===== config.mk =====
export PLATFORM = sky130hd
export DESIGN_NAME = uart_fractional_baud_divisor_search_top_flat
export DESIGN_NICKNAME = d
export VERILOG_FILES = /design/src/rtl/core/ufbd_pkg.sv /design/src/rtl/core/ufbd_req_if.sv /design/src/rtl/core/ufbd_rsp_if.sv /design/src/rtl/core/uart_fractional_baud_divisor_search_top.sv /design/src/rtl/core/ufbd_div.sv /design/src/rtl/core/ufbd_ctrl.sv /design/src/flat_wrapper.sv
export VERILOG_INCLUDE_DIRS = /design/src /design/src/rtl/core
export SDC_FILE = /design/constraint.sdc
export NUM_CORES = 1
export LEC_CHECK = 0
export BUFFER_PORTS_ARGS = -buffer_cell sky130_fd_sc_hd__buf_2
export CELL_PAD_IN_SITES_DETAIL_PLACEMENT = 1
export CELL_PAD_IN_SITES_GLOBAL_PLACEMENT = 1
export CORE_MARGIN = 3
export CORE_UTILIZATION = 49
export CTS_BUF_LIST = sky130_fd_sc_hd__clkbuf_16
export CTS_CLUSTER_DIAMETER = 50
export DETAILED_ROUTE_END_ITERATION = 10
export MAX_ROUTING_LAYER = met4
export PLACE_DENSITY = 0.86
export SLEW_MARGIN = 20
export SYNTH_ARGS = -nofsm -noshare
export SYNTH_HDL_FRONTEND = slang
export SYNTH_HIERARCHICAL = 1
export SYNTH_SLANG_ARGS = --single-unit

===== constraint.sdc =====
create_clock -name clock -period 4.95 [get_ports clock]
set_input_delay 0.99 -clock clock [delete_from_list [all_inputs] [get_ports clock]]
set_output_delay 0.99 -clock clock [all_outputs]
set_load 0.02 [all_outputs]

===== src/rtl/core/uart_fractional_baud_divisor_search_top_assert.svh =====
// assertion macros for the top-level rtl
`ifndef UART_FRACTIONAL_BAUD_DIVISOR_SEARCH_TOP_ASSERT_SVH
`define UART_FRACTIONAL_BAUD_DIVISOR_SEARCH_TOP_ASSERT_SVH

// same-cycle implication
`define UFBD_ASSERT_NOW(label, clk, rst, ante, cons, msg) \
   label: assert property (@(posedge clk) disable iff (rst) (ante) |-> (cons)) \
      else $error(msg);

// next-cycle implication
`define UFBD_ASSERT_NEXT(label, clk, rst, ante, cons, msg) \
   label: assert property (@(posedge clk) disable iff (rst) (ante) |=> (cons)) \
      else $error(msg);

`endif


===== src/rtl/core/ufbd_pkg.sv =====
package ufbd_pkg;

   localparam int BAUD_W      = 24;
   localparam int CLK_W       = 29;
   localparam int DVD_W       = 32;
   localparam int DIVR_W      = 24;
   localparam int DIV_W       = 17;
   localparam int NIB_W       = 4;
   localparam int FRAC_BITS   = 15;
   localparam int ERR_W       = 16;
   localparam int OS_SHIFT    = 4;
   localparam int PRE_SHIFT   = 7;
   localparam int Q_SHIFT     = 8;

   localparam logic [CLK_W-1:0] CLK_RESET = 29'd204000000;
   localparam logic [NIB_W-1:0] MUL_EXACT = 4'd1;
   localparam logic [NIB_W-1:0] ADD_EXACT = 4'd0;
   localparam logic [NIB_W-1:0] MUL_FIRST = 4'd2;
   localparam logic [NIB_W-1:0] ADD_FIRST = 4'd1;
   localparam logic [NIB_W-1:0] MUL_MAX   = 4'd15;
   localparam logic [ERR_W-1:0] ERR_INIT  = '1;

   // floor(32768 / m): added to the scale fraction each time divadd steps by one
   function automatic logic [FRAC_BITS-1:0] step_q(input logic [NIB_W-1:0] m);
      logic [FRAC_BITS-1:0] q;
      case (m)
         4'd2:    q = 15'd16384;
         4'd3:    q = 15'd10922;
         4'd4:    q = 15'd8192;
         4'd5:    q = 15'd6553;
         4'd6:    q = 15'd5461;
         4'd7:    q = 15'd4681;
         4'd8:    q = 15'd4096;
         4'd9:    q = 15'd3640;
         4'd10:   q = 15'd3276;
         4'd11:   q = 15'd2978;
         4'd12:   q = 15'd2730;
         4'd13:   q = 15'd2520;
         4'd14:   q = 15'd2340;
         4'd15:   q = 15'd2184;
         default: q = '0;
      endcase
      return q;
   endfunction

   // 32768 mod m
   function automatic logic [NIB_W-1:0] step_r(input logic [NIB_W-1:0] m);
      logic [NIB_W-1:0] r;
      case (m)
         4'd3:    r = 4'd2;
         4'd5:    r = 4'd3;
         4'd6:    r = 4'd2;
         4'd7:    r = 4'd1;
         4'd9:    r = 4'd8;
         4'd10:   r = 4'd8;
         4'd11:   r = 4'd10;
         4'd12:   r = 4'd8;
         4'd13:   r = 4'd8;
         4'd14:   r = 4'd8;
         4'd15:   r = 4'd8;
         default: r = '0;
      endcase
      return r;
   endfunction

   typedef struct packed {
      logic              start;
      logic [DVD_W-1:0]  dividend;
      logic [DIVR_W-1:0] divisor;
   } div_cmd_type;

   typedef struct packed {
      logic              done;
      logic [DVD_W-1:0]  quotient;
      logic [DIVR_W-1:0] remainder;
   } div_res_type;

   typedef struct packed {
      logic [DIV_W-1:0] integer_divisor;
      logic [NIB_W-1:0] frac_mul;
      logic [NIB_W-1:0] frac_divadd;
   } result_type;

endpackage


===== src/rtl/core/ufbd_req_if.sv =====
interface ufbd_req_if;
   logic                           valid;
   logic                           ready;
   logic [ufbd_pkg::BAUD_W-1:0]    baud_rate;

   modport source (output valid, output baud_rate, input ready);
   modport sink   (input valid, input baud_rate, output ready);
endinterface


===== src/rtl/core/ufbd_rsp_if.sv =====
interface ufbd_rsp_if;
   logic                           valid;
   logic                           ready;
   logic [ufbd_pkg::DIV_W-1:0]     integer_divisor;
   logic [ufbd_pkg::NIB_W-1:0]     frac_mul;
   logic [ufbd_pkg::NIB_W-1:0]     frac_divadd;

   modport source (output valid, output integer_divisor, output frac_mul,
                   output frac_divadd, input ready);
   modport sink   (input valid, input integer_divisor, input frac_mul,
                   input frac_divadd, output ready);
endinterface


===== src/rtl/core/uart_fractional_baud_divisor_search_top.sv =====
// channel | direction | transaction
// req_if  | in        | baud_rate, taken when valid and ready
// rsp_if  | out       | integer_divisor, frac_mul, frac_divadd
// csr     | in        | peripheral clock in Hz, written when csr_wr_en
//
// one shared 32-step restoring divider does all the work, one quotient bit a cycle
// the clock/baud ratio comes first; an exact ratio skips the search and goes from ST_RATIO to ST_DONE
// otherwise 105 mul/divadd trials follow one at a time, each started in ST_LAUNCH and judged in ST_TRIAL
// req_ready is low from acceptance until the result moves to the output register
// a finished result waits in the output register, the next transaction may start meanwhile
// reset (synchronous) loads the clock register with 204 MHz and empties the output
`include "uart_fractional_baud_divisor_search_top_assert.svh"

module uart_fractional_baud_divisor_search_top (
   input  logic                       clock,
   input  logic                       reset,
   ufbd_req_if.sink                   req_if,
   ufbd_rsp_if.source                 rsp_if,
   input  logic                       csr_wr_en,
   input  logic [ufbd_pkg::CLK_W-1:0] csr_wr_data
);

   logic [ufbd_pkg::CLK_W-1:0] clk_hz_ff, clk_hz_in;
   logic                       rsp_valid_ff, rsp_valid_in;
   ufbd_pkg::result_type       rsp_data_ff, rsp_data_in;
   ufbd_pkg::result_type       result;
   ufbd_pkg::div_cmd_type      div_cmd;
   ufbd_pkg::div_res_type      div_res;
   logic                       load;

   ufbd_div u_div (
      .clock (clock),
      .reset (reset),
      .cmd   (div_cmd),
      .res   (div_res)
   );

   ufbd_ctrl u_ctrl (
      .clock     (clock),
      .reset     (reset),
      .clk_hz    (clk_hz_ff),
      .req_valid (req_if.valid),
      .baud_rate (req_if.baud_rate),
      .req_ready (req_if.ready),
      .slot_free (!rsp_valid_ff),
      .load      (load),
      .result    (result),
      .div_cmd   (div_cmd),
      .div_res   (div_res)
   );

   always_comb begin
      clk_hz_in    = csr_wr_en ? csr_wr_data : clk_hz_ff;
      rsp_valid_in = rsp_valid_ff;
      rsp_data_in  = rsp_data_ff;
      if (load) begin
         rsp_valid_in = 1'b1;
         rsp_data_in  = result;
      end else if (rsp_if.ready) begin
         rsp_valid_in = 1'b0;
      end
   end

   always_ff @(posedge clock) begin
      if (reset) begin
         clk_hz_ff    <= ufbd_pkg::CLK_RESET;
         rsp_valid_ff <= 1'b0;
      end else begin
         clk_hz_ff    <= clk_hz_in;
         rsp_valid_ff <= rsp_valid_in;
      end
      rsp_data_ff <= rsp_data_in;
   end

   assign rsp_if.valid           = rsp_valid_ff;
   assign rsp_if.integer_divisor = rsp_data_ff.integer_divisor;
   assign rsp_if.frac_mul        = rsp_data_ff.frac_mul;
   assign rsp_if.frac_divadd     = rsp_data_ff.frac_divadd;

   `UFBD_ASSERT_NOW(a_load_into_empty, clock, reset, load, !rsp_valid_ff,
      "result loaded over a waiting transaction")
   `UFBD_ASSERT_NEXT(a_busy_after_accept, clock, reset, req_if.valid && req_if.ready,
      !req_if.ready, "ready stayed high after acceptance")
   `UFBD_ASSERT_NOW(a_divadd_below_mul, clock, reset, rsp_valid_ff,
      rsp_data_ff.frac_divadd < rsp_data_ff.frac_mul, "divadd not below mul")
   `UFBD_ASSERT_NOW(a_exact_has_no_add, clock, reset,
      rsp_valid_ff && (rsp_data_ff.frac_mul == ufbd_pkg::MUL_EXACT),
      rsp_data_ff.frac_divadd == ufbd_pkg::ADD_EXACT, "exact ratio with nonzero divadd")

endmodule


===== src/rtl/core/ufbd_div.sv =====
module ufbd_div (
   input  logic                  clock,
   input  logic                  reset,
   input  ufbd_pkg::div_cmd_type cmd,
   output ufbd_pkg::div_res_type res
);

   localparam int CNT_W = $clog2(ufbd_pkg::DVD_W);
   localparam logic [CNT_W-1:0] CNT_LAST = CNT_W'(ufbd_pkg::DVD_W - 1);

   logic                          busy_ff, busy_in;
   logic                          done_ff, done_in;
   logic [CNT_W-1:0]              cnt_ff, cnt_in;
   logic [ufbd_pkg::DVD_W-1:0]    quo_ff, quo_in;
   logic [ufbd_pkg::DIVR_W-1:0]   rem_ff, rem_in;
   logic [ufbd_pkg::DIVR_W-1:0]   dvs_ff, dvs_in;
   logic [ufbd_pkg::DIVR_W:0]     trial;
   logic                          fits;

   // one restoring step per cycle, quotient bits shift in behind the dividend
   assign trial = {rem_ff, quo_ff[ufbd_pkg::DVD_W-1]};
   assign fits  = trial >= {1'b0, dvs_ff};

   always_comb begin
      busy_in = busy_ff;
      done_in = 1'b0;
      cnt_in  = cnt_ff;
      quo_in  = quo_ff;
      rem_in  = rem_ff;
      dvs_in  = dvs_ff;
      if (cmd.start) begin
         busy_in = 1'b1;
         cnt_in  = '0;
         quo_in  = cmd.dividend;
         rem_in  = '0;
         dvs_in  = cmd.divisor;
      end else if (busy_ff) begin
         quo_in = {quo_ff[ufbd_pkg::DVD_W-2:0], fits};
         rem_in = fits ? ufbd_pkg::DIVR_W'(trial - {1'b0, dvs_ff})
                       : trial[ufbd_pkg::DIVR_W-1:0];
         cnt_in = cnt_ff + 1'b1;
         if (cnt_ff == CNT_LAST) begin
            busy_in = 1'b0;
            done_in = 1'b1;
         end
      end
   end

   always_ff @(posedge clock) begin
      if (reset) begin
         busy_ff <= 1'b0;
         done_ff <= 1'b0;
         cnt_ff  <= '0;
      end else begin
         busy_ff <= busy_in;
         done_ff <= done_in;
         cnt_ff  <= cnt_in;
      end
      quo_ff <= quo_in;
      rem_ff <= rem_in;
      dvs_ff <= dvs_in;
   end

   assign res.done      = done_ff;
   assign res.quotient  = quo_ff;
   assign res.remainder = rem_ff;

endmodule


===== src/rtl/core/ufbd_ctrl.sv =====
module ufbd_ctrl (
   input  logic                        clock,
   input  logic                        reset,
   input  logic [ufbd_pkg::CLK_W-1:0]  clk_hz,
   input  logic                        req_valid,
   input  logic [ufbd_pkg::BAUD_W-1:0] baud_rate,
   output logic                        req_ready,
   input  logic                        slot_free,
   output logic                        load,
   output ufbd_pkg::result_type        result,
   output ufbd_pkg::div_cmd_type       div_cmd,
   input  ufbd_pkg::div_res_type       div_res
);

   typedef enum logic [2:0] {
      ST_IDLE,
      ST_RATIO,
      ST_LAUNCH,
      ST_TRIAL,
      ST_DONE
   } state_type;

   state_type                       state_ff, state_in;
   logic [ufbd_pkg::DVD_W-1:0]      ratio_ff, ratio_in;
   logic [ufbd_pkg::NIB_W-1:0]      mul_ff, mul_in;
   logic [ufbd_pkg::NIB_W-1:0]      add_ff, add_in;
   logic [ufbd_pkg::FRAC_BITS-1:0]  frac_ff, frac_in;
   logic [ufbd_pkg::NIB_W-1:0]      frem_ff, frem_in;
   logic [ufbd_pkg::ERR_W-1:0]      best_err_ff, best_err_in;
   logic [ufbd_pkg::DIV_W-1:0]      best_div_ff, best_div_in;
   logic [ufbd_pkg::NIB_W-1:0]      best_mul_ff, best_mul_in;
   logic [ufbd_pkg::NIB_W-1:0]      best_add_ff, best_add_in;

   logic [ufbd_pkg::DVD_W-1:0]      ratio_new;
   logic [ufbd_pkg::ERR_W-1:0]      err;
   logic [ufbd_pkg::NIB_W:0]        rem_sum;
   logic                            rem_wrap;
   logic [ufbd_pkg::NIB_W-1:0]      mul_next;
   logic                            accept;

   assign accept    = req_valid && (state_ff == ST_IDLE);
   assign req_ready = (state_ff == ST_IDLE);
   assign load      = (state_ff == ST_DONE) && slot_free;

   // ratio = quotient << 8, low 32 bits kept
   assign ratio_new = {div_res.quotient[ufbd_pkg::DVD_W-ufbd_pkg::Q_SHIFT-1:0],
                       {ufbd_pkg::Q_SHIFT{1'b0}}};
   assign err       = div_res.remainder[ufbd_pkg::ERR_W-1:0];
   assign rem_sum   = {1'b0, frem_ff} + {1'b0, ufbd_pkg::step_r(mul_ff)};
   assign rem_wrap  = rem_sum >= {1'b0, mul_ff};
   assign mul_next  = mul_ff + 1'b1;

   always_comb begin
      div_cmd.start = accept || (state_ff == ST_LAUNCH);
      if (state_ff == ST_IDLE) begin
         div_cmd.dividend = {clk_hz[ufbd_pkg::CLK_W-1:ufbd_pkg::OS_SHIFT],
                             {ufbd_pkg::PRE_SHIFT{1'b0}}};
         div_cmd.divisor  = baud_rate;
      end else begin
         div_cmd.dividend = ratio_ff;
         div_cmd.divisor  = ufbd_pkg::DIVR_W'({1'b1, frac_ff});
      end
   end

   always_comb begin
      state_in    = state_ff;
      ratio_in    = ratio_ff;
      mul_in      = mul_ff;
      add_in      = add_ff;
      frac_in     = frac_ff;
      frem_in     = frem_ff;
      best_err_in = best_err_ff;
      best_div_in = best_div_ff;
      best_mul_in = best_mul_ff;
      best_add_in = best_add_ff;
      case (state_ff)
         ST_IDLE: begin
            if (accept) state_in = ST_RATIO;
         end
         ST_RATIO: begin
            if (div_res.done) begin
               ratio_in    = ratio_new;
               best_div_in = ratio_new[ufbd_pkg::DVD_W-1:ufbd_pkg::FRAC_BITS];
               best_mul_in = ufbd_pkg::MUL_EXACT;
               best_add_in = ufbd_pkg::ADD_EXACT;
               best_err_in = ufbd_pkg::ERR_INIT;
               mul_in      = ufbd_pkg::MUL_FIRST;
               add_in      = ufbd_pkg::ADD_FIRST;
               frac_in     = ufbd_pkg::step_q(ufbd_pkg::MUL_FIRST);
               frem_in     = ufbd_pkg::step_r(ufbd_pkg::MUL_FIRST);
               if (ratio_new[ufbd_pkg::FRAC_BITS-1:0] == '0) state_in = ST_DONE;
               else state_in = ST_LAUNCH;
            end
         end
         ST_LAUNCH: begin
            state_in = ST_TRIAL;
         end
         ST_TRIAL: begin
            if (div_res.done) begin
               if (err < best_err_ff) begin
                  best_err_in = err;
                  best_div_in = div_res.quotient[ufbd_pkg::DIV_W-1:0];
                  best_mul_in = mul_ff;
                  best_add_in = add_ff;
               end
               state_in = ST_LAUNCH;
               if (ufbd_pkg::NIB_W'(add_ff + 1'b1) != mul_ff) begin
                  // floor((a+1)*32768/m) from floor(a*32768/m) and its remainder
                  add_in  = add_ff + 1'b1;
                  frac_in = frac_ff + ufbd_pkg::step_q(mul_ff)
                          + ufbd_pkg::FRAC_BITS'(rem_wrap);
                  frem_in = rem_wrap ? ufbd_pkg::NIB_W'(rem_sum - {1'b0, mul_ff})
                                     : rem_sum[ufbd_pkg::NIB_W-1:0];
               end else if (mul_ff == ufbd_pkg::MUL_MAX) begin
                  state_in = ST_DONE;
               end else begin
                  mul_in  = mul_next;
                  add_in  = ufbd_pkg::ADD_FIRST;
                  frac_in = ufbd_pkg::step_q(mul_next);
                  frem_in = ufbd_pkg::step_r(mul_next);
               end
            end
         end
         ST_DONE: begin
            if (slot_free) state_in = ST_IDLE;
         end
         default: state_in = ST_IDLE;
      endcase
   end

   always_ff @(posedge clock) begin
      if (reset) begin
         state_ff <= ST_IDLE;
      end else begin
         state_ff <= state_in;
      end
      ratio_ff    <= ratio_in;
      mul_ff      <= mul_in;
      add_ff      <= add_in;
      frac_ff     <= frac_in;
      frem_ff     <= frem_in;
      best_err_ff <= best_err_in;
      best_div_ff <= best_div_in;
      best_mul_ff <= best_mul_in;
      best_add_ff <= best_add_in;
   end

   assign result.integer_divisor = best_div_ff;
   assign result.frac_mul        = best_mul_ff;
   assign result.frac_divadd     = best_add_ff;

endmodule


===== src/flat_wrapper.sv =====
// flat-port wrapper written by rule: the top's interface ports become plain ports
module uart_fractional_baud_divisor_search_top_flat 
  (clock, reset, csr_wr_en, csr_wr_data, req_if_valid, req_if_baud_rate, req_if_ready, rsp_if_valid, rsp_if_integer_divisor, rsp_if_frac_mul, rsp_if_frac_divadd, rsp_if_ready);
  ufbd_req_if req_if_i ();
  ufbd_rsp_if rsp_if_i ();
  input  logic clock;
  input  logic reset;
  input  logic csr_wr_en;
  input  logic [ufbd_pkg::CLK_W-1:0] csr_wr_data;
  input wire logic [$bits(req_if_i.valid)-1:0] req_if_valid;
  input wire logic [$bits(req_if_i.baud_rate)-1:0] req_if_baud_rate;
  output wire logic [$bits(req_if_i.ready)-1:0] req_if_ready;
  output wire logic [$bits(rsp_if_i.valid)-1:0] rsp_if_valid;
  output wire logic [$bits(rsp_if_i.integer_divisor)-1:0] rsp_if_integer_divisor;
  output wire logic [$bits(rsp_if_i.frac_mul)-1:0] rsp_if_frac_mul;
  output wire logic [$bits(rsp_if_i.frac_divadd)-1:0] rsp_if_frac_divadd;
  input wire logic [$bits(rsp_if_i.ready)-1:0] rsp_if_ready;
  assign req_if_i.valid = req_if_valid;
  assign req_if_i.baud_rate = req_if_baud_rate;
  assign req_if_ready = req_if_i.ready;
  assign rsp_if_valid = rsp_if_i.valid;
  assign rsp_if_integer_divisor = rsp_if_i.integer_divisor;
  assign rsp_if_frac_mul = rsp_if_i.frac_mul;
  assign rsp_if_frac_divadd = rsp_if_i.frac_divadd;
  assign rsp_if_i.ready = rsp_if_ready;
  uart_fractional_baud_divisor_search_top u_core (.clock(clock), .reset(reset), .req_if(req_if_i), .rsp_if(rsp_if_i), .csr_wr_en(csr_wr_en), .csr_wr_data(csr_wr_data));
endmodule

**Word-level counts from Yosys, hierarchy flattened**

Memory sizes are Yosys's and may differ from the RTL's. A register that Yosys moved wholly into a read port is not among the register bits.
Cells that the tools add are included.
W data, S select, Z words.

- Bitwise gates (word level): 1
- $add $sub $neg: 8
- Equal/unequal tests: 15
- Reductions and logical operators: 16
- Muxes and demuxes: 58
- $lt $le $gt $ge: 3

Operators with widths:

| cell | count |
|---|---|
| $mux W15 | 7 |
| $mux W4 | 19 |
| $mux W32 | 2 |
| $mux W56 | 1 |
| $mux W17 | 3 |
| $mux W16 | 3 |
| $pmux W4 S2 | 5 |
| $pmux W17 S2 | 1 |
| $pmux W16 S2 | 1 |
| $pmux W15 S2 | 1 |
| $ge A25 B24 Y1 | 1 |
| $mux W24 | 1 |
| $sub A24 B24 Y24 | 1 |
| $mux W3 | 7 |
| $lt A16 B16 Y1 | 1 |
| $add A15 B1 Y15 | 1 |
| $add A15 B15 Y15 | 1 |
| $logic_not A15 Y1 | 1 |
| $pmux W3 S5 | 1 |
| $reduce_and A4 Y1 | 3 |
| $add A4 B1 Y4 const B | 2 |
| $ne A2 B2 Y1 const B | 4 |
| $eq A3 B2 Y1 const B | 2 |
| $mux W1 | 6 |
| other kinds (21) | 26 |

- Word-level logic and storage cells: 127
- Input bits: 58
- Output and inout bits: 27
- Flip-flop bits (word level): 237
- Memories kept: 4
- Bits in read-only memories: 576

Memory list:

| name | depth | width | read ports | clocked after Yosys merged registers in | wr ports | line | RTL |
|---|---|---|---|---|---|---|---|
| (name not given) | 16 | 15 | 1 | 1 | 0 | ufbd_pkg.sv:26 | `case (m)` |
| (name not given) | 16 | 15 | 1 | 0 | 0 | ufbd_pkg.sv:26 |  |
| (name not given) | 16 | 3 | 1 | 0 | 0 | ufbd_pkg.sv:49 | `case (m)` |
| (name not given) | 16 | 3 | 1 | 1 | 0 | ufbd_pkg.sv:49 |  |

**Depth between registers and ports, before layout**

- Depth in word-level cells: 10
- Mapped depth: 17

**Hierarchy**

Netlist, hierarchy kept.

Modules (own cells, without submodules):

| module | times used | cells an instance | sequential area each (um2) | area each (um2) |
|---|---|---|---|---|
| ufbd_ctrl | 1 | 621 | 3183.1 | 6682.7 |
| ufbd_div | 1 | 465 | 2302.2 | 4840.9 |
| uart_fractional_baud_divisor_search_top | 1 | 124 | 1351.3 | 1841.8 |

**Worst setup path before layout**

Ideal clock, no wire load.

- Path type: input-to-reg
- From: input req_if_valid
- To: register u_core/u_div/quo_ff[0] (netlist bit) (enable)
- Stages on the path: 6
- Slack: 474 ps
- Buffers on the path: 2
- Library setup time: 387 ps
- Arrival: 4089 ps
- Path through: nor2_1 nor3_1 clkbuf_1 nor2_1 clkbuf_1 inv_1

RTL lines:

| what | line | RTL |
|---|---|---|
| from (decl) | flat_wrapper.sv:10 | `input wire logic [$bits(req_if_i.valid)-1:0] req_if_valid;` |
| to (signal assigned) | ufbd_div.sv:59 | `quo_ff <= quo_in;` |
| to (decl) | ufbd_div.sv:14 | `logic [ufbd_pkg::DVD_W-1:0] quo_ff, quo_in;` |

**Final worst setup path**

- From: register u_core/u_ctrl/frem_ff[0] (netlist bit)
- To: register u_core/u_ctrl/frac_ff[10] (netlist bit) (data pin)

- Word-level cells in the longest chain between the ends: 6

RTL lines:

| what | line | RTL |
|---|---|---|
| from (decl) | ufbd_ctrl.sv:28 | `logic [ufbd_pkg::NIB_W-1:0] frem_ff, frem_in;` |
| from (signal assigned) | ufbd_ctrl.sv:141 | `frem_ff <= frem_in;` |
| $add A4 B4 Y5 | ufbd_ctrl.sv:49 | `assign rem_sum = {1'b0, frem_ff} + {1'b0, ufbd_pkg::step_r(mul_ff)};` |
| $ge A5 B4 Y1 | ufbd_ctrl.sv:50 | `assign rem_wrap = rem_sum >= {1'b0, mul_ff};` |
| $add A15 B1 Y15 | ufbd_ctrl.sv:111 | `+ ufbd_pkg::FRAC_BITS'(rem_wrap);` |
| $mux W15 | ufbd_ctrl.sv:107 | `if (ufbd_pkg::NIB_W'(add_ff + 1'b1) != mul_ff) begin` |
| $mux W15 | ufbd_ctrl.sv:99 | `if (div_res.done) begin` |
| $pmux W15 S2 | ufbd_ctrl.sv:76 | `case (state_ff)` |
| to (signal assigned) | ufbd_ctrl.sv:140 | `frac_ff <= frac_in;` |
| to (decl) | ufbd_ctrl.sv:27 | `logic [ufbd_pkg::FRAC_BITS-1:0] frac_ff, frac_in;` |

Every way passes these cells. The select of a mux whose other input is x is not followed.
A chain may end at the register's enable or synchronous reset.

==> impl_metrics.tcl <==
set metrics [dict create \
    die_x_um 170 \
    drv_cap 0 \
    antennaDiodeCount 0 \
    path_cells "ha_1 -> fa_1 -> ha_1 -> a21o_1 -> a21oi_1 -> nand2_1 -> a21o_1 -> fa_1 -> fa_1 -> a21o_1 -> a21oi_2 -> o21ai_0 -> nand3_1 -> o21ai_0 -> xnor2_1 -> o22ai_1" \
    htree_num_levels 2 \
    area_delta_synth_final_pct 13.1 \
    cp.required_ns 5.19 \
    clk_latency_ns 0.51 \
    slowest_delay_ns 0.57 \
    ant_nets 0 \
    worstSetupPathType "reg -> reg" \
    cp-end-kind "register" \
    switching_share_pct 25.5 \
    post-place-ws_ns 0.330 \
    place_hpwl_um 24700 \
    wire_per_inst_um 22.7 \
    root_buffer "clkbuf_16" \
    start_util_pct 50.3 \
    cp_slowest_cell "fa_1" \
    wirelength_um 37100 \
    status "completed" \
    finalWorstSetupSlack_ns 0.321 \
    cts_hold_buf 0 \
    setup_tns_ns 0 \
    slew_violations 0 \
    internal_power_uw 4050 \
    finalSetupViolations 0 \
    die_height_um 170 \
    fillerInstances 2792 \
    power_frac_comb_pct 11.4 \
    avgSynthCellArea_um2 11.0 \
    max-slew-margin-rel_pct 34.8 \
    critPathLaunchType "register" \
    max_freq_mhz 216 \
    grt_max_degree 47 \
    syn_inst 1198 \
    p_switching_uw 1380 \
    cts_buffers 34 \
    drtIter0Drc 719 \
    cts_tree "built" \
    drive_gt1_share_pct 19.1 \
    grt_overflow 0 \
    path_clk_slew_ns 0.06 \
    cellPowerDensity_nw_per_um2 363 \
    die-area_um2 29000 \
    cp_max_fo 6 \
    antenna_found_initial 0 \
    ir_worst_vdd_mv 0.260 \
    cp.arrival_ns 4.87 \
    port_buffers 80 \
    seq_power_share_pct 44.9 \
    synthesis.area_um2 13200 \
    drtPass1Iterations 5 \
    nNetsFinal 1407 \
    skew_ns 0.0207 \
    yosys_warnings 6 \
    cts_buffer_depth 3 \
    clkPwrFrac_pct 43.7 \
    leakagePower_uw 0.00597 \
    path_buf_inv 0 \
    clkSinkCount 251 \
    finalHoldViolations 0 \
    grt_usage_pct 26.3 \
    grt_first_pass_wirelength_um 58300 \
    io_pins 85 \
    drc_errors 0 \
    cpLargestDelayFamily "adder cells" \
    routed_via_density 5.99 \
    rows 59 \
    finalPower_uw 5430 \
    core_um2 26300 \
    period_share_pct 93.5 \
    gp_congestion 0.888 \
    vias 9752 \
    grt_pass1_vias 10400 \
    worst_slew_pin_slew_ns 0.972 \
    rsz0062_at_grt "false" \
    hold_path_class "reg -> reg" \
    min_period_ns 4.63 \
]
[power groups by stage]
stage	combinational [µW]	sequential, µW	clock, µW
2_1_floorplan	450	2440	0
3_3_place_gp	567	2470	0
3_5_place_dp	599	2480	0
4_1_cts	617	2440	2410
5_1_grt	678	2450	2510
6_report	621	2440	2370
[final timing paths]
kind | startpoint | endpoint | slack, ns | cells after the start
min | u_core/u_ctrl/best_div_ff[5]$_DFFE_PP_ | u_core/rsp_if.integer_divisor[5]$_DFFE_PP_ | 0.41 | 0
max | u_core/u_ctrl/frem_ff[0]$_SDFFCE_PN0P_ | u_core/u_ctrl/frac_ff[10]$_SDFFCE_PN0P_ | 0.32 | 16
max reg2reg | u_core/u_ctrl/frem_ff[0]$_SDFFCE_PN0P_ | u_core/u_ctrl/frac_ff[10]$_SDFFCE_PN0P_ | 0.32 | 16
min reg2reg | u_core/u_ctrl/best_div_ff[5]$_DFFE_PP_ | u_core/rsp_if.integer_divisor[5]$_DFFE_PP_ | 0.41 | 0
[layout by cell type (no fill, tap or decap), drive strengths merged, types with 5 or more instances in the layout]
cell type / count
nor3: 20
xnor2: 27
a21o: 21
nand4: 13
nand2b: 28
dfxtp: 78
buf: 93
nand2: 125
nand3: 29
and3: 15
inv: 82
edfxtp: 173
clkinv: 7
a32oi: 6
o21a: 5
conb: 7
ha: 75
a21oi: 55
o31ai: 7
xor2: 15
a31oi: 9
o21ai: 45
a211oi: 14
fa: 5
nor2: 81
mux2: 74
and2: 12
clkbuf: 36
or3: 5
a311oi: 10
nor2b: 18
a211o: 12
o22ai: 7
mux2i: 30
o21bai: 6
[worst register-to-register path, delay by kind of cell, from the launching register on]
kind | cells | cell delay (ns)
AOI/OAI and AO/OA | 8 | 1.52
DFF | 1 | 0.36
and+or+nand+nor | 2 | 0.30
adders and majority gates | 5 | 1.94
xor gates and xnor gates | 1 | 0.25
[per-stage QoR]
stage          area, µm²  utilization [%]  std cells  hold slack, ns
2_1_floorplan      13300                -       1204           0.400
3_3_place_gp       13900             52.7       1568           0.402
3_5_place_dp       13900             52.7       1568           0.407
4_1_cts            14900             56.9       1629           0.416
5_1_grt            15000             56.9       1629           0.429
6_report           15000             56.9       1629           0.414
[repair_timing]
action,CTS,global route
setup endpoints to repair,0,2
setup buffers,0,0
resized for setup,0,1
[per-layer routing]
| metal | vias to the layer above | share of wire (%) | track usage, % |
|---|---|---|---|
| li1 | 4483 | - | - |
| met1 | 4913 | 42 | 32.6 |
| met2 | 266 | 50 | 44.5 |
| met3 | 90 | 4.3 | 3.69 |
| met4 | 0 | 3.3 | 8.68 |
| met5 | - | 0 | - |
[flip-flops by register name, indices dropped and copies added, names as in the netlist, named ones only]
signal and flops:
u_core/u_div/quo_ff 32, u_core/clk_hz_ff 25, u_core/u_ctrl/ratio_ff 24, u_core/u_div/dvs_ff 24, u_core/u_div/rem_ff 24, u_core/rsp_if.integer_divisor 17
u_core/u_ctrl/best_div_ff 17, u_core/u_ctrl/best_err_ff 16, u_core/u_ctrl/frac_ff 15, u_core/u_div/cnt_ff 5, u_core/rsp_if.frac_divadd 4, u_core/rsp_if.frac_mul 4
u_core/u_ctrl/add_ff 4, u_core/u_ctrl/best_add_ff 4, u_core/u_ctrl/best_mul_ff 4, u_core/u_ctrl/frem_ff 4, u_core/u_ctrl/mul_ff 4, u_core/u_ctrl/state_ff 3
u_core/rsp_if.valid 1, u_core/u_div/busy_ff 1, u_core/u_div/done_ff 1
[area by class of cell]
type                    instances  area (µm²)  share of cell area, %
clock buffers                  36         901                   6.02
clock inverters                25         193                   1.29
inverters                      68         255                   1.71
multi-input cells             821        5940                   39.7
flip-flops and latches        251        6760                   45.2
well taps                     335         419                   2.80
repair buffers                 93         498                   3.33
Note: power is estimated with default switching activity, not from simulation.
